$ cat config.mk
export PLATFORM = sky130hd
export DESIGN_NAME = numeric_field_scanner_core
export DESIGN_NICKNAME = d
export VERILOG_FILES = /design/src/rtl/nfs_pkg.sv /design/src/rtl/nfs_front.sv /design/src/rtl/nfs_queue.sv /design/src/rtl/nfs_back.sv /design/src/rtl/numeric_field_scanner_core.sv
export SDC_FILE = /design/constraint.sdc
export NUM_CORES = 1
export LEC_CHECK = 0
export BUFFER_PORTS_ARGS = -buffer_cell sky130_fd_sc_hd__buf_2
export CELL_PAD_IN_SITES_DETAIL_PLACEMENT = 1
export CELL_PAD_IN_SITES_GLOBAL_PLACEMENT = 1
export CORE_UTILIZATION = 45
export DETAILED_ROUTE_END_ITERATION = 8
export PLACE_DENSITY_LB_ADDON = 0.25
export RECOVER_POWER = 50
export SLEW_MARGIN = 15
export SYNTH_ARGS = -nofsm -noshare
export SYNTH_HDL_FRONTEND = slang
export SYNTH_SLANG_ARGS = --single-unit
$ cat constraint.sdc
create_clock -name clk -period 16.2 [get_ports clk]
set_input_delay 1.62 -clock clk [delete_from_list [all_inputs] [get_ports clk]]
set_output_delay 1.62 -clock clk [all_outputs]
set_load 0.05 [all_outputs]
$ cat src/rtl/nfs_pkg.sv
// ----------------------------------------------------------------------------
// nfs_pkg
// Types and constants shared by the numeric field scanner modules.
// ----------------------------------------------------------------------------
package nfs_pkg;

    // Register indexes on the configuration port
    localparam logic [1:0] REG_BASE_MODE   = 2'd0;
    localparam logic [1:0] REG_MAX_WIDTH   = 2'd1;
    localparam logic [1:0] REG_RESULT_SIZE = 2'd2;

    // Register codes
    localparam logic [1:0] BASE_OCT  = 2'd1;
    localparam logic [1:0] BASE_HEX  = 2'd2;
    localparam logic [1:0] SIZE_LONG = 2'd2;

    localparam logic [1:0]  BASE_MODE_RESET   = 2'd0;
    localparam logic [1:0]  RESULT_SIZE_RESET = 2'd1;
    localparam logic [14:0] DEFAULT_WIDTH     = 15'd30000;

    // Character codes
    localparam logic [7:0] CH_TAB     = 8'h09;
    localparam logic [7:0] CH_NL      = 8'h0A;
    localparam logic [7:0] CH_SPACE   = 8'h20;
    localparam logic [7:0] CH_PLUS    = 8'h2B;
    localparam logic [7:0] CH_MINUS   = 8'h2D;
    localparam logic [7:0] CH_ZERO    = 8'h30;
    localparam logic [7:0] CH_NINE    = 8'h39;
    localparam logic [7:0] CH_UC_A    = 8'h41;
    localparam logic [7:0] CH_UC_F    = 8'h46;
    localparam logic [7:0] CH_LC_A    = 8'h61;
    localparam logic [7:0] CH_LC_F    = 8'h66;
    localparam logic [7:0] UC_BIAS    = CH_UC_A - 8'd10;
    localparam logic [7:0] LC_BIAS    = CH_LC_A - 8'd10;

    // Queue between classifier and converter
    localparam int QUEUE_DEPTH = 2;
    localparam int QPTR_BITS   = (QUEUE_DEPTH > 1) ? $clog2(QUEUE_DEPTH) : 1;
    localparam int QCNT_BITS   = $clog2(QUEUE_DEPTH + 1);

    typedef struct packed {
        logic [7:0] char_code;
        logic       is_end;
    } in_item_t;

    typedef struct packed {
        logic signed [31:0] value;
        logic               assigned;
        logic               ended_by_eof;
        logic               char_consumed;
    } result_t;

    typedef enum logic [2:0] {
        KIND_END,
        KIND_SPACE,
        KIND_MINUS,
        KIND_PLUS,
        KIND_DIGIT,
        KIND_OTHER
    } char_kind_t;

    typedef struct packed {
        char_kind_t kind;
        logic [3:0] digit;
    } char_class_t;

    typedef enum logic {
        PH_SKIP,
        PH_DIGITS
    } phase_t;

    typedef struct packed {
        logic [1:0]  base_mode;
        logic [14:0] max_width;
        logic [1:0]  result_size;
    } cfg_t;

endpackage

$ cat src/rtl/nfs_front.sv
// ----------------------------------------------------------------------------
// nfs_front
// Accepts characters and classifies them into kind and digit value.
// ----------------------------------------------------------------------------
module nfs_front
    import nfs_pkg::*;
(
    input  logic        valid,
    output logic        stall,
    input  in_item_t    item,
    input  logic [1:0]  base_mode,
    input  logic        queue_full,
    output logic        push,
    output char_class_t push_data
);

    logic [7:0] c;
    logic       is_dec;
    logic       is_lc;
    logic       is_uc;
    logic       hex_mode;

    assign c        = item.char_code;
    assign hex_mode = (base_mode == BASE_HEX);
    assign is_dec   = (c >= CH_ZERO) && (c <= CH_NINE);
    assign is_lc    = hex_mode && (c >= CH_LC_A) && (c <= CH_LC_F);
    assign is_uc    = hex_mode && (c >= CH_UC_A) && (c <= CH_UC_F);

    assign stall = queue_full;
    assign push  = valid && !queue_full;

    always_comb
    begin
        push_data.digit = c[3:0];
        if (item.is_end)
        begin
            push_data.kind = KIND_END;
        end
        else if (c == CH_SPACE || c == CH_TAB || c == CH_NL)
        begin
            push_data.kind = KIND_SPACE;
        end
        else if (c == CH_MINUS)
        begin
            push_data.kind = KIND_MINUS;
        end
        else if (c == CH_PLUS)
        begin
            push_data.kind = KIND_PLUS;
        end
        else if (is_dec)
        begin
            push_data.kind = KIND_DIGIT;
        end
        else if (is_lc)
        begin
            push_data.kind  = KIND_DIGIT;
            push_data.digit = 4'(c - LC_BIAS);
        end
        else if (is_uc)
        begin
            push_data.kind  = KIND_DIGIT;
            push_data.digit = 4'(c - UC_BIAS);
        end
        else
        begin
            push_data.kind = KIND_OTHER;
        end
    end

endmodule

$ cat src/rtl/nfs_queue.sv
// ----------------------------------------------------------------------------
// nfs_queue
// Short queue of classified characters between front and back.
// ----------------------------------------------------------------------------
module nfs_queue
    import nfs_pkg::*;
(
    input  logic        clk,
    input  logic        rst_n,
    input  logic        push,
    input  char_class_t push_data,
    input  logic        pop,
    output char_class_t head,
    output logic        full,
    output logic        empty
);

    char_class_t           mem [QUEUE_DEPTH];
    logic [QPTR_BITS-1:0]  wr_ptr_reg;
    logic [QPTR_BITS-1:0]  wr_ptr_next;
    logic [QPTR_BITS-1:0]  rd_ptr_reg;
    logic [QPTR_BITS-1:0]  rd_ptr_next;
    logic [QCNT_BITS-1:0]  count_reg;
    logic [QCNT_BITS-1:0]  count_next;

    assign full  = (count_reg == QCNT_BITS'(QUEUE_DEPTH));
    assign empty = (count_reg == '0);
    assign head  = mem[rd_ptr_reg];

    always_comb
    begin
        wr_ptr_next = wr_ptr_reg;
        rd_ptr_next = rd_ptr_reg;
        count_next  = count_reg;
        if (push)
        begin
            wr_ptr_next = (wr_ptr_reg == QPTR_BITS'(QUEUE_DEPTH - 1)) ? '0 : wr_ptr_reg + 1'b1;
        end
        if (pop)
        begin
            rd_ptr_next = (rd_ptr_reg == QPTR_BITS'(QUEUE_DEPTH - 1)) ? '0 : rd_ptr_reg + 1'b1;
        end
        if (push && !pop)
        begin
            count_next = count_reg + 1'b1;
        end
        else if (pop && !push)
        begin
            count_next = count_reg - 1'b1;
        end
    end

    always_ff @(posedge clk or negedge rst_n)
    begin
        if (!rst_n)
        begin
            wr_ptr_reg <= '0;
            rd_ptr_reg <= '0;
            count_reg  <= '0;
        end
        else
        begin
            wr_ptr_reg <= wr_ptr_next;
            rd_ptr_reg <= rd_ptr_next;
            count_reg  <= count_next;
        end
    end

    always_ff @(posedge clk)
    begin
        if (push)
        begin
            mem[wr_ptr_reg] <= push_data;
        end
    end

`ifndef SYNTHESIS
    a_no_overflow: assert property (@(posedge clk) disable iff (!rst_n)
        !(push && full && !pop))
        else $error("queue written while full");

    a_no_underflow: assert property (@(posedge clk) disable iff (!rst_n)
        !(pop && empty))
        else $error("queue read while empty");

    a_count_bound: assert property (@(posedge clk) disable iff (!rst_n)
        count_reg <= QCNT_BITS'(QUEUE_DEPTH))
        else $error("queue count out of range");
`endif

endmodule

$ cat src/rtl/nfs_back.sv
// ----------------------------------------------------------------------------
// nfs_back
// Conversion engine: skips whitespace, takes sign and digits, and issues a
// registered result when the field ends.
// ----------------------------------------------------------------------------
module nfs_back
    import nfs_pkg::*;
#(
    parameter int ACC_BITS = 32
)
(
    input  logic        clk,
    input  logic        rst_n,
    input  cfg_t        cfg,
    input  logic        queue_empty,
    input  char_class_t head,
    output logic        pop,
    output logic        res_valid,
    input  logic        res_stall,
    output result_t     res_item
);

    phase_t                phase_reg;
    phase_t                phase_next;
    logic [ACC_BITS-1:0]   acc_reg;
    logic [ACC_BITS-1:0]   acc_next;
    logic                  neg_reg;
    logic                  neg_next;
    logic                  taken_reg;
    logic                  taken_next;
    logic [14:0]           wl_reg;
    logic [14:0]           wl_next;
    logic                  res_valid_reg;
    logic                  res_valid_next;
    result_t               res_reg;
    result_t               res_next;

    logic                  start;
    logic [ACC_BITS-1:0]   base_acc;
    logic                  base_neg;
    logic                  base_taken;
    logic [14:0]           base_wl;
    logic [14:0]           wl_dec;
    logic [ACC_BITS-1:0]   scaled;
    logic [ACC_BITS-1:0]   step_acc;
    logic [ACC_BITS-1:0]   dig_ext;

    logic                  emit;
    logic                  fin_eof;
    logic                  fin_consumed;
    logic                  fin_taken;
    logic [ACC_BITS-1:0]   fin_acc;
    logic signed [ACC_BITS-1:0] fin_sacc;
    logic signed [63:0]    fin_wide;
    logic signed [31:0]    fin_value;

    assign pop       = !queue_empty && (!res_valid_reg || !res_stall);
    assign res_valid = res_valid_reg;
    assign res_item  = res_reg;

    assign start      = (phase_reg == PH_SKIP);
    assign base_acc   = start ? '0 : acc_reg;
    assign base_neg   = start ? 1'b0 : neg_reg;
    assign base_taken = start ? 1'b0 : taken_reg;
    assign base_wl    = start ? ((cfg.max_width == '0) ? DEFAULT_WIDTH : cfg.max_width)
                              : wl_reg;
    assign wl_dec     = base_wl - 15'd1;
    assign dig_ext    = ACC_BITS'(head.digit);

    always_comb
    begin
        if (cfg.base_mode == BASE_OCT)
        begin
            scaled = base_acc << 3;
        end
        else if (cfg.base_mode == BASE_HEX)
        begin
            scaled = base_acc << 4;
        end
        else
        begin
            scaled = (base_acc << 3) + (base_acc << 1);
        end
    end

    // Accumulate toward the signed value so no negation is needed at the end
    assign step_acc = base_neg ? (scaled - dig_ext) : (scaled + dig_ext);

    // Datapath and result decisions
    always_comb
    begin
        emit         = 1'b0;
        fin_eof      = 1'b0;
        fin_consumed = 1'b0;
        fin_taken    = base_taken;
        fin_acc      = base_acc;
        acc_next     = acc_reg;
        neg_next     = neg_reg;
        taken_next   = taken_reg;
        wl_next      = wl_reg;
        unique case (head.kind)
            KIND_END:
            begin
                emit    = 1'b1;
                fin_eof = 1'b1;
            end
            KIND_SPACE:
            begin
                emit = !start;
            end
            KIND_MINUS, KIND_PLUS:
            begin
                if (start)
                begin
                    acc_next   = '0;
                    neg_next   = (head.kind == KIND_MINUS);
                    taken_next = (head.kind == KIND_MINUS);
                    wl_next    = wl_dec;
                    fin_taken  = (head.kind == KIND_MINUS);
                    emit         = (wl_dec == '0);
                    fin_consumed = 1'b1;
                end
                else
                begin
                    emit = 1'b1;
                end
            end
            KIND_DIGIT:
            begin
                acc_next     = step_acc;
                neg_next     = base_neg;
                taken_next   = 1'b1;
                wl_next      = wl_dec;
                fin_acc      = step_acc;
                fin_taken    = 1'b1;
                emit         = (wl_dec == '0);
                fin_consumed = 1'b1;
            end
            KIND_OTHER:
            begin
                emit = 1'b1;
            end
            default:
            begin
                emit = 1'b1;
            end
        endcase
    end

    // Phase transitions
    always_comb
    begin
        phase_next = phase_reg;
        if (pop)
        begin
            if (emit)
            begin
                phase_next = PH_SKIP;
            end
            else if (start && head.kind == KIND_SPACE)
            begin
                phase_next = PH_SKIP;
            end
            else
            begin
                phase_next = PH_DIGITS;
            end
        end
    end

    assign fin_sacc = fin_acc;
    assign fin_wide = 64'(fin_sacc);

    always_comb
    begin
        if (cfg.result_size >= SIZE_LONG)
        begin
            fin_value = fin_wide[31:0];
        end
        else
        begin
            fin_value = 32'(signed'(fin_wide[15:0]));
        end
        res_next.value         = fin_taken ? fin_value : '0;
        res_next.assigned      = fin_taken;
        res_next.ended_by_eof  = fin_eof;
        res_next.char_consumed = fin_eof ? 1'b0 : fin_consumed;
    end

    always_comb
    begin
        res_valid_next = res_valid_reg;
        if (pop && emit)
        begin
            res_valid_next = 1'b1;
        end
        else if (!res_stall)
        begin
            res_valid_next = 1'b0;
        end
    end

    always_ff @(posedge clk or negedge rst_n)
    begin
        if (!rst_n)
        begin
            phase_reg     <= PH_SKIP;
            res_valid_reg <= 1'b0;
        end
        else
        begin
            phase_reg     <= phase_next;
            res_valid_reg <= res_valid_next;
        end
    end

    always_ff @(posedge clk)
    begin
        if (pop && !emit)
        begin
            acc_reg   <= acc_next;
            neg_reg   <= neg_next;
            taken_reg <= taken_next;
            wl_reg    <= wl_next;
        end
        if (pop && emit)
        begin
            res_reg <= res_next;
        end
    end

`ifndef SYNTHESIS
    a_width_left: assert property (@(posedge clk) disable iff (!rst_n)
        (phase_reg == PH_DIGITS) |-> (wl_reg != '0))
        else $error("digit phase with no width left");

    a_eof_not_consumed: assert property (@(posedge clk) disable iff (!rst_n)
        (res_valid_reg && res_reg.ended_by_eof) |-> !res_reg.char_consumed)
        else $error("end of input marked as consumed");

    a_unassigned_zero: assert property (@(posedge clk) disable iff (!rst_n)
        (res_valid_reg && !res_reg.assigned) |-> (res_reg.value == '0))
        else $error("unassigned result with nonzero value");
`endif

endmodule

$ cat src/rtl/numeric_field_scanner_core.sv
// ----------------------------------------------------------------------------
// numeric_field_scanner_core
// Converts a character stream into integer fields, scanf style.
//
//   channel | direction | handshake           | payload
//   in      | input     | in_valid / in_stall | in_item  (char_code, is_end)
//   res     | output    | res_valid/res_stall | res_item (value, assigned,
//           |           |                     |   ended_by_eof, char_consumed)
//   apb     | input     | psel/penable/pready | paddr, pwdata, prdata
//
// One character per cycle sustained while res_stall is low; the digit step
// (shift-add into the accumulator) is combinational in the back end.
// The character that ends the field passes through the queue; when the back
// end pops it, the result register is loaded and res_valid rises.
// A two-entry queue separates classification from conversion, so in_stall
// rises only once the queue fills behind a stalled result register.
// Reset clears the control state and loads the register defaults.
// ----------------------------------------------------------------------------
module numeric_field_scanner_core
    import nfs_pkg::*;
#(
    parameter int ACC_BITS = 32
)
(
    input  logic        clk,
    input  logic        rst_n,
    input  logic        psel,
    input  logic        penable,
    input  logic        pwrite,
    input  logic [3:0]  paddr,
    input  logic [31:0] pwdata,
    output logic [31:0] prdata,
    output logic        pready,
    input  logic        in_valid,
    output logic        in_stall,
    input  in_item_t    in_item,
    output logic        res_valid,
    input  logic        res_stall,
    output result_t     res_item
);

    logic [1:0]  base_mode_reg;
    logic [14:0] max_width_reg;
    logic [1:0]  result_size_reg;
    logic        cfg_write;
    cfg_t        cfg;

    logic        push;
    char_class_t push_data;
    char_class_t head;
    logic        pop;
    logic        queue_full;
    logic        queue_empty;

    assign pready    = 1'b1;
    assign cfg_write = psel && penable && pwrite && pready;

    always_ff @(posedge clk or negedge rst_n)
    begin
        if (!rst_n)
        begin
            base_mode_reg   <= BASE_MODE_RESET;
            max_width_reg   <= DEFAULT_WIDTH;
            result_size_reg <= RESULT_SIZE_RESET;
        end
        else if (cfg_write)
        begin
            unique case (paddr[3:2])
                REG_BASE_MODE:   base_mode_reg   <= pwdata[1:0];
                REG_MAX_WIDTH:   max_width_reg   <= pwdata[14:0];
                REG_RESULT_SIZE: result_size_reg <= pwdata[1:0];
                default:         ;
            endcase
        end
    end

    always_comb
    begin
        unique case (paddr[3:2])
            REG_BASE_MODE:   prdata = 32'(base_mode_reg);
            REG_MAX_WIDTH:   prdata = 32'(max_width_reg);
            REG_RESULT_SIZE: prdata = 32'(result_size_reg);
            default:         prdata = '0;
        endcase
    end

    assign cfg.base_mode   = base_mode_reg;
    assign cfg.max_width   = max_width_reg;
    assign cfg.result_size = result_size_reg;

    nfs_front u_front (
        .valid      (in_valid),
        .stall      (in_stall),
        .item       (in_item),
        .base_mode  (base_mode_reg),
        .queue_full (queue_full),
        .push       (push),
        .push_data  (push_data)
    );

    nfs_queue u_queue (
        .clk       (clk),
        .rst_n     (rst_n),
        .push      (push),
        .push_data (push_data),
        .pop       (pop),
        .head      (head),
        .full      (queue_full),
        .empty     (queue_empty)
    );

    nfs_back #(
        .ACC_BITS (ACC_BITS)
    ) u_back (
        .clk         (clk),
        .rst_n       (rst_n),
        .cfg         (cfg),
        .queue_empty (queue_empty),
        .head        (head),
        .pop         (pop),
        .res_valid   (res_valid),
        .res_stall   (res_stall),
        .res_item    (res_item)
    );

endmodule
==> results of run 1 <==
## metrics by stage
stage | cell area [um^2] | setup WS, ns
2_1_floorplan | 10100 | 8.96
3_3_place_gp | 10700 | 9.89
3_5_place_dp | 10700 | 9.69
4_1_cts | 11300 | 9.63
5_1_grt | 11300 | 6.85
6_report | 11300 | 7.45
## worst max-delay path: cells and delay by family, from the launching register on
| family | cells | cell delay, ns |
|---|---|---|
| buf+inv | 4 | 2.85 |
| mux | 1 | 0.13 |
| compound gates | 13 | 2.80 |
| xor+xnor | 1 | 0.26 |
| fa+ha+maj | 2 | 0.61 |
| simple gates | 2 | 0.96 |
| flops | 1 | 0.83 |
## per-layer routing
layer,vias to the layer above,global-route usage (%)
li1,4318,-
met1,4531,34.6
met2,246,46.9
met3,77,4.64
met4,0,12.7
met5,-,0
## worst min path at each step
stage / start / to / slack [ns] / depth (start not counted)
after floorplan: u_queue.wr_ptr_reg / u_queue.wr_ptr_reg / 0.46 / 1
after global placement: u_queue.wr_ptr_reg / u_queue.wr_ptr_reg / 0.48 / 1
after detailed placement: u_queue.wr_ptr_reg / u_queue.wr_ptr_reg / 0.49 / 1
after CTS: u_queue.wr_ptr_reg / u_queue.wr_ptr_reg / 0.50 / 1
after global routing: u_queue.wr_ptr_reg / u_queue.wr_ptr_reg / 0.51 / 1
final: u_queue.wr_ptr_reg / u_queue.wr_ptr_reg / 0.50 / 1
## power by group through the flow
stage	clock network (uW)	logic, uW	registers [uW]
after floorplan	0	803	714
after global placement	0	1220	590
after detailed placement	0	1260	597
after CTS	446	1280	593
after global routing	456	1390	608
final	444	1280	595
## cell type report
type	instances	area (um^2)
flip-flops and latches	123	3580
well taps	280	350
fillers	2659	10600
inverters	51	191
clock inverters	14	229
multi-input cells	908	6000
repair buffers	100	484
clock buffers	18	429
## cells by family (layout without fill, tap and decap cells)
family | after synthesis | count (layout)
and+or+nand+nor | 377 | 377
AOI/OAI and AO/OA | 346 | 346
buffers and inverters | 135 | 183
DFF | 123 | 123
xor gates and xnor gates | 67 | 67
adders and majority gates | 58 | 58
muxes | 42 | 42
other | 2 | 18
## Yosys cell counts, types with 8 or more instances
library cell	instances
a211oi_1	16
a21o_1	17
a21oi_1	92
a22oi_1	12
a31oi_1	27
and2_1	40
and3_1	13
buf_1	12
buf_4	19
clkbuf_1	50
dfrtp_1	17
dfstp_2	8
edfxtp_1	98
ha_1	54
inv_1	51
mux2_2	22
mux2i_1	20
nand2_1	101
nand2b_1	12
nand3_1	31
nor2_1	92
nor2b_1	12
nor3_1	23
o211ai_1	14
o21a_1	9
o21ai_0	72
o22ai_1	9
xnor2_1	35
xor2_1	32
==> run metrics, run 1 <==
Highest Signal Layer met4; Worst EP arrival 8.88 ns; slowest stage delay, CP 1.28 ns; sequential share of the synthesized area 35.5%; vias per inst 6.14; Placeable Area 0.0219 mm^2; routed wl met2 15,000 um; Worst Setup Path Type reg2reg; clock root buffer clkbuf_16; Synth Warn # 0; initial antenna violation count 0; Unique masters post-synth 81; Synth Flop Type edfxtp_1; status complete, but fails checks; multiplexer area fraction after synthesis 4.44%; Async SR Flop Fraction 20.3%; area share of fa/ha/maj cells after synthesis 7.20%; cell area power density 206 mW/mm^2; combinational power share 55.2%; largest family of logic cells by synthesized area compound AO/OA/AOI/OAI gates; Worst Clk Skew 0.0128 ns; post-synth top area share 29.2%; final hold vios 0; Tcrit/Tclk final 54.0%; max reg flops 35; die width 152 um; Critical Path Sink Type flop; Mapped Cells 1,150; fraction of layout cells with a size suffix above 1 11.4%; initial core utilization 46.1%; num rows 54; M1 WL 13,800 um; # resized after CTS 0; Via Count 9,172; Yosys reg bits 123; Worst-Margin Slew 2.14 ns; Max-slew headroom -43.0%; Setup-failing EPs final 0; CTS tree yes; grt total ovfl 0; crit path cell chain clkbuf_1, clkbuf_1, nand2_1, inv_1, ha_1, a211oi_1, or4b_2, a21oi_1, o21ai_0, a21oi_1, o21ai_0, xnor2_1, a21oi_1, a21oi_1, ha_1, inv_1, o21bai_1, a21o_1, a21oi_1, a2bb2oi_1, mux2i_1, a311oi_1, a31oi_1; hold slack 0.502 ns; Simple-Gate Fraction of Synth Area 18.5%; clock-pin transition on the worst setup and hold timing paths 0.07 ns; postcts setup bufs 0; Tmin final 8.75 ns; Compound-Gate Fraction of Synth Area 22.7%; met3 WL 1400 um; Area Overhead vs Synth 11.7%; Internal 1170 uW; CP required 16.34 ns; R2R Setup Slk 7.45 ns; Ports 122; CTS max path bufs 2; NetSw 1150 uW; syn_area_per_cell 8.77 um^2; mapped cell area 0.0101 mm^2; Max VDD drop 0.137 mV; largest net degree at the start of global routing 46; Max Freq 114 MHz; Synth Area in XOR/XNOR 5.82%; vias in the first global route 9,343; top post-synthesis cells by area edfxtp_1 (29%), ha_1 (6.7%), a21oi_1 (4.6%); max-cap viol count 5; n_diodes 0; # DRC 0; worst setup path endpoint u_back.res_item[33]; final total power 2320 uW; crit path from u_back.phase_reg; hold_buf cts 0; Worst R2R Start u_back.phase_reg; cell taking the most area after synthesis edfxtp_1; Max Slew Vio Count 164; hold crit path type reg2reg; worst reg-to-reg path cell count 23; Global Route Usage Sum 27.8%; clock sinks 123; failing checks capacitance limit, slew limit; RSZ-0062 raised after global routing false; Post-Layout Cell Count 1,494; Layout Utilization 51.4%; H-tree Lvls 4; Most common cell on crit path a21oi_1; most common cell after layout, fill and taps aside nand2_1; Initial DRT Pass Iterations 5; hpwl dp 21,600 um; Worst Setup Start Kind flop; DR WL/cell 21.0 um; die height 152 um; DR iter-0 viols 505; nets 1,308; DIE AREA 0.0230 mm^2; clock power share 19.1%; commonest non-fill, non-tap cells in the layout nand2_1 (101), edfxtp_1 (98), a21oi_1 (92), nor2_1 (91), o21ai_0 (73); power share of the sequential group 25.6%; TNS Setup 0 ns; Skew-Pair Late Insertion Delay 0.43 ns; Placed Cells 1,461; ANT nets after route 0; routed wire length 31,300 um; P_leak 0.00460 uW; first-pass GRT wire length 49,300 um; reg2reg end u_back.res_item[33]; Crit Path Max Fanout 38; Post-synth EDFFs 98; IO buf count 84; slowest stage cell, crit path clkbuf_1; global placement routability congestion 0.843; Net Sw Frac 49.7%; total CTS buffers 17
No activity file was read; power rests on OpenSTA's default activity.
==> inputs of run 2 (changes only) <==
--- a/config.mk
+++ b/config.mk
@@ -5,10 +5,11 @@
 export SDC_FILE = /design/constraint.sdc
 export NUM_CORES = 1
 export LEC_CHECK = 0
+export ABC_AREA = 1
 export BUFFER_PORTS_ARGS = -buffer_cell sky130_fd_sc_hd__buf_2
 export CELL_PAD_IN_SITES_DETAIL_PLACEMENT = 1
 export CELL_PAD_IN_SITES_GLOBAL_PLACEMENT = 1
-export CORE_UTILIZATION = 45
+export CORE_UTILIZATION = 39
 export DETAILED_ROUTE_END_ITERATION = 8
 export PLACE_DENSITY_LB_ADDON = 0.25
 export RECOVER_POWER = 50
==> constraint.sdc (replaced) <==
create_clock -name clk -period 7 [get_ports clk]
set_input_delay 0.7 -clock clk [delete_from_list [all_inputs] [get_ports clk]]
set_output_delay 0.7 -clock clk [all_outputs]
set_load 0.05 [all_outputs]
==> run metrics, run 2 <==
final hold vios 0 (unchanged); Yosys reg bits 123 (unchanged); Synth Warn # 0 (unchanged); Worst Setup Path Type reg2reg; IO buf count 84 (unchanged); initial antenna violation count 0 (unchanged); die width 164 um (+8.0%); clock root buffer clkbuf_16; Setup-failing EPs final 0 (unchanged); largest net degree at the start of global routing 50 (+8.7%); P_leak 0.00515 uW (+12%); Tcrit/Tclk final 82.5% (+28 points); cell taking the most area after synthesis edfxtp_1; max reg flops 35 (unchanged); # DRC 0 (unchanged); die height 164 um (+8.0%); routed wire length 32,700 um (+4.4%); total CTS buffers 17 (unchanged); worst slack, placed 1.67 ns (-8.02 ns); Unique masters post-synth 55 (-32%); Crit Path Max Fanout 28 (-26%); syn_area_per_cell 7.26 um^2 (-17%); # resized after CTS 0 (unchanged); fraction of layout cells with a size suffix above 1 7.82% (-3.5 points); Worst-Margin Slew 1.49 ns (-0.649 ns); failing checks capacitance limit; DIE AREA 0.0268 mm^2 (+17%); RSZ-0062 raised after global routing false; CP required 7.14 ns (-9.20 ns); most common cell after layout, fill and taps aside nand2_1; Skew-Pair Late Insertion Delay 0.43 ns (about the same); Async SR Flop Fraction 20.3% (unchanged); num rows 58 (+7.4%); first-pass GRT wire length 52,200 um (+6.0%); combinational power share 53.3% (-1.9 points); DR WL/cell 17.9 um (-15%); max-cap viol count 1 (-4); vias per inst 5.44 (-11%); Tmin final 5.77 ns (-2.97 ns); cell area power density 417 mW/mm^2 (+100%); top post-synthesis cells by area edfxtp_1 (29%), nand2_1 (12%), ha_1 (6.6%); Worst Clk Skew 0.0114 ns (-0.00135 ns); Via Count 9,936 (+8.3%); hpwl dp 25,400 um (+18%); n_diodes 0 (unchanged); CTS max path bufs 2 (unchanged); CTS tree yes; mapped cell area 0.0102 mm^2 (+1.2%); H-tree Lvls 4 (unchanged); Ports 122 (unchanged); Worst EP arrival 5.92 ns (-2.96 ns); commonest cells in the netlist nand2_1 (325), inv_1 (166), nor2_1 (165); TNS Setup 0 ns (unchanged); # fillers 3,295 (+24%); commonest non-fill, non-tap cells in the layout nand2_1 (326), inv_1 (167), nor2_1 (167), a21oi_1 (102), edfxtp_1 (98); Post-synth EDFFs 98 (unchanged); clock power share 19.3% (+0.2 points); Placeable Area 0.0254 mm^2 (+16%); nets 1,590 (+22%); hold crit path type reg2reg; vias in the first global route 10,100 (+8.2%); Critical Path Sink Type flop; clock sinks 123 (unchanged); post-synth top area share 28.8% (-0.35 points); Seq. cell area 0.00358 mm^2 (unchanged); Synth Flop Type edfxtp_1; Net Sw Frac 50.3% (+0.54 points); worst setup margin 1.23 ns (-6.23 ns); Max Freq 173 MHz (+51%); hold_buf cts 0 (unchanged); power share of the sequential group 27.4% (+1.8 points); ANT nets after route 0 (unchanged); Max VDD drop 0.211 mV (+54%); Area Overhead vs Synth 11.2%; Initial DRT Pass Iterations 5 (unchanged); Internal 2350 uW (+100%); DR iter-0 viols 618 (+22%); grt total ovfl 0 (unchanged); Max Slew Vio Count 0 (-100%); most common cell in the netlist nand2_1; clock-pin transition on the worst setup and hold timing paths 0.06 ns (about the same); global placement routability congestion 0.923 (+9.5%); status complete, but fails checks; initial core utilization 40.2% (-5.9 points); multi-input logic area 0.00567 mm^2 (-5.4%); Global Route Usage Sum 25.3% (-2.6 points); sequential share of the synthesized area 35.1% (-0.43 points); Worst Setup Start Kind flop; Mapped Cells 1,406 (+22%); Max-slew headroom 0.574% (+44 points); postcts setup bufs 0 (unchanged); NetSw 2380 uW (+110%)
## run 2: per-layer routing
metal / vias to the layer above / GRT usage, % / routed length [um]
li1: 4837 / - / -
met1: 4797 / 31.9 / 14600
met4: 0 / 8.71 / 782
met5: - / 0 / 0
met3: 55 / 4.24 / 1590
met2: 247 / 43.3 / 15800
## run 2: critical path, cell delays in order, from the launching register on
cell	delay [ns]
dfrtp_1	1.02
nand2_2	0.22
inv_1	0.18
ha_1	0.33
ha_1	0.20
inv_1	0.04
nand2_1	0.10
nand3_1	0.09
nand2_1	0.17
nand2_1	0.10
nand2_1	0.11
nand2_1	0.08
nand2_1	0.15
nand3_1	0.09
nand3_1	0.08
o221ai_1	0.18
ha_1	0.44
nand2_1	0.12
o21ai_0	0.31
a21oi_1	0.09
nand2_2	0.13
xor2_1	0.16
nand2_1	0.08
nand2_2	0.14
or2_1	0.66
a21oi_1	0.18
## run 2: stage by stage
step | std cells | power [uW] | hold WS [ns] | util (%) | cell area (um^2)
4_1_cts | 1826 | 4790 | 0.276 | 45.1 | 11500
3_5_place_dp | 1794 | 3860 | 0.479 | 42.7 | 10900
3_3_place_gp | 1794 | 3780 | 0.468 | 42.7 | 10900
6_report | 1826 | 4730 | 0.491 | 44.7 | 11300
5_1_grt | 1826 | 5030 | 0.500 | 44.7 | 11300
2_1_floorplan | 1422 | 3180 | 0.404 | - | 10300
## run 2: area by class of cell
type                    count  area share [%]
clock buffers              17            3.75
multi-input cells        1073            50.0
repair buffers             95            3.84
well taps                 330            3.64
clock inverters            15            1.53
flip-flops and latches    123            31.5
inverters                 173            5.73
## run 2: path summary, 6_finish.rpt
check                                 start                   to  slack, ns  cells past startpoint
max                        u_back.phase_reg  u_back.res_item[21]       1.23                     25
min                        max_width_reg[1]     max_width_reg[1]       0.49                      2
min in group asynchronous             rst_n     u_back.res_valid       0.57                      1
max in group asynchronous             rst_n     u_back.phase_reg       5.63                      1
min reg2reg                max_width_reg[1]     max_width_reg[1]       0.49                      2
max reg2reg                u_back.phase_reg  u_back.res_item[21]       1.23                     25
## run 2: cells by family (layout without fill, tap and decap cells)
kind of cell | after synthesis | in the layout | share of synthesized area (%)
buffers and inverters | 226 | 300 | 9.77
other | 2 | 18 | 0.0736
muxes | 2 | 2 | 0.196
DFF | 123 | 123 | 35.1
AOI/OAI and AO/OA | 307 | 307 | 17.7
and+or+nand+nor | 652 | 652 | 27.0
adders and majority gates | 55 | 55 | 6.82
xor gates and xnor gates | 39 | 39 | 3.35
## run 2: power groups by stage
stage	Combinational, uW	Sequential (uW)	Clock, uW
after detailed placement	2550	1310	0
after global routing	2760	1320	950
final	2520	1300	911
after floorplan	1540	1640	0
after CTS	2570	1300	922
after global placement	2490	1300	0
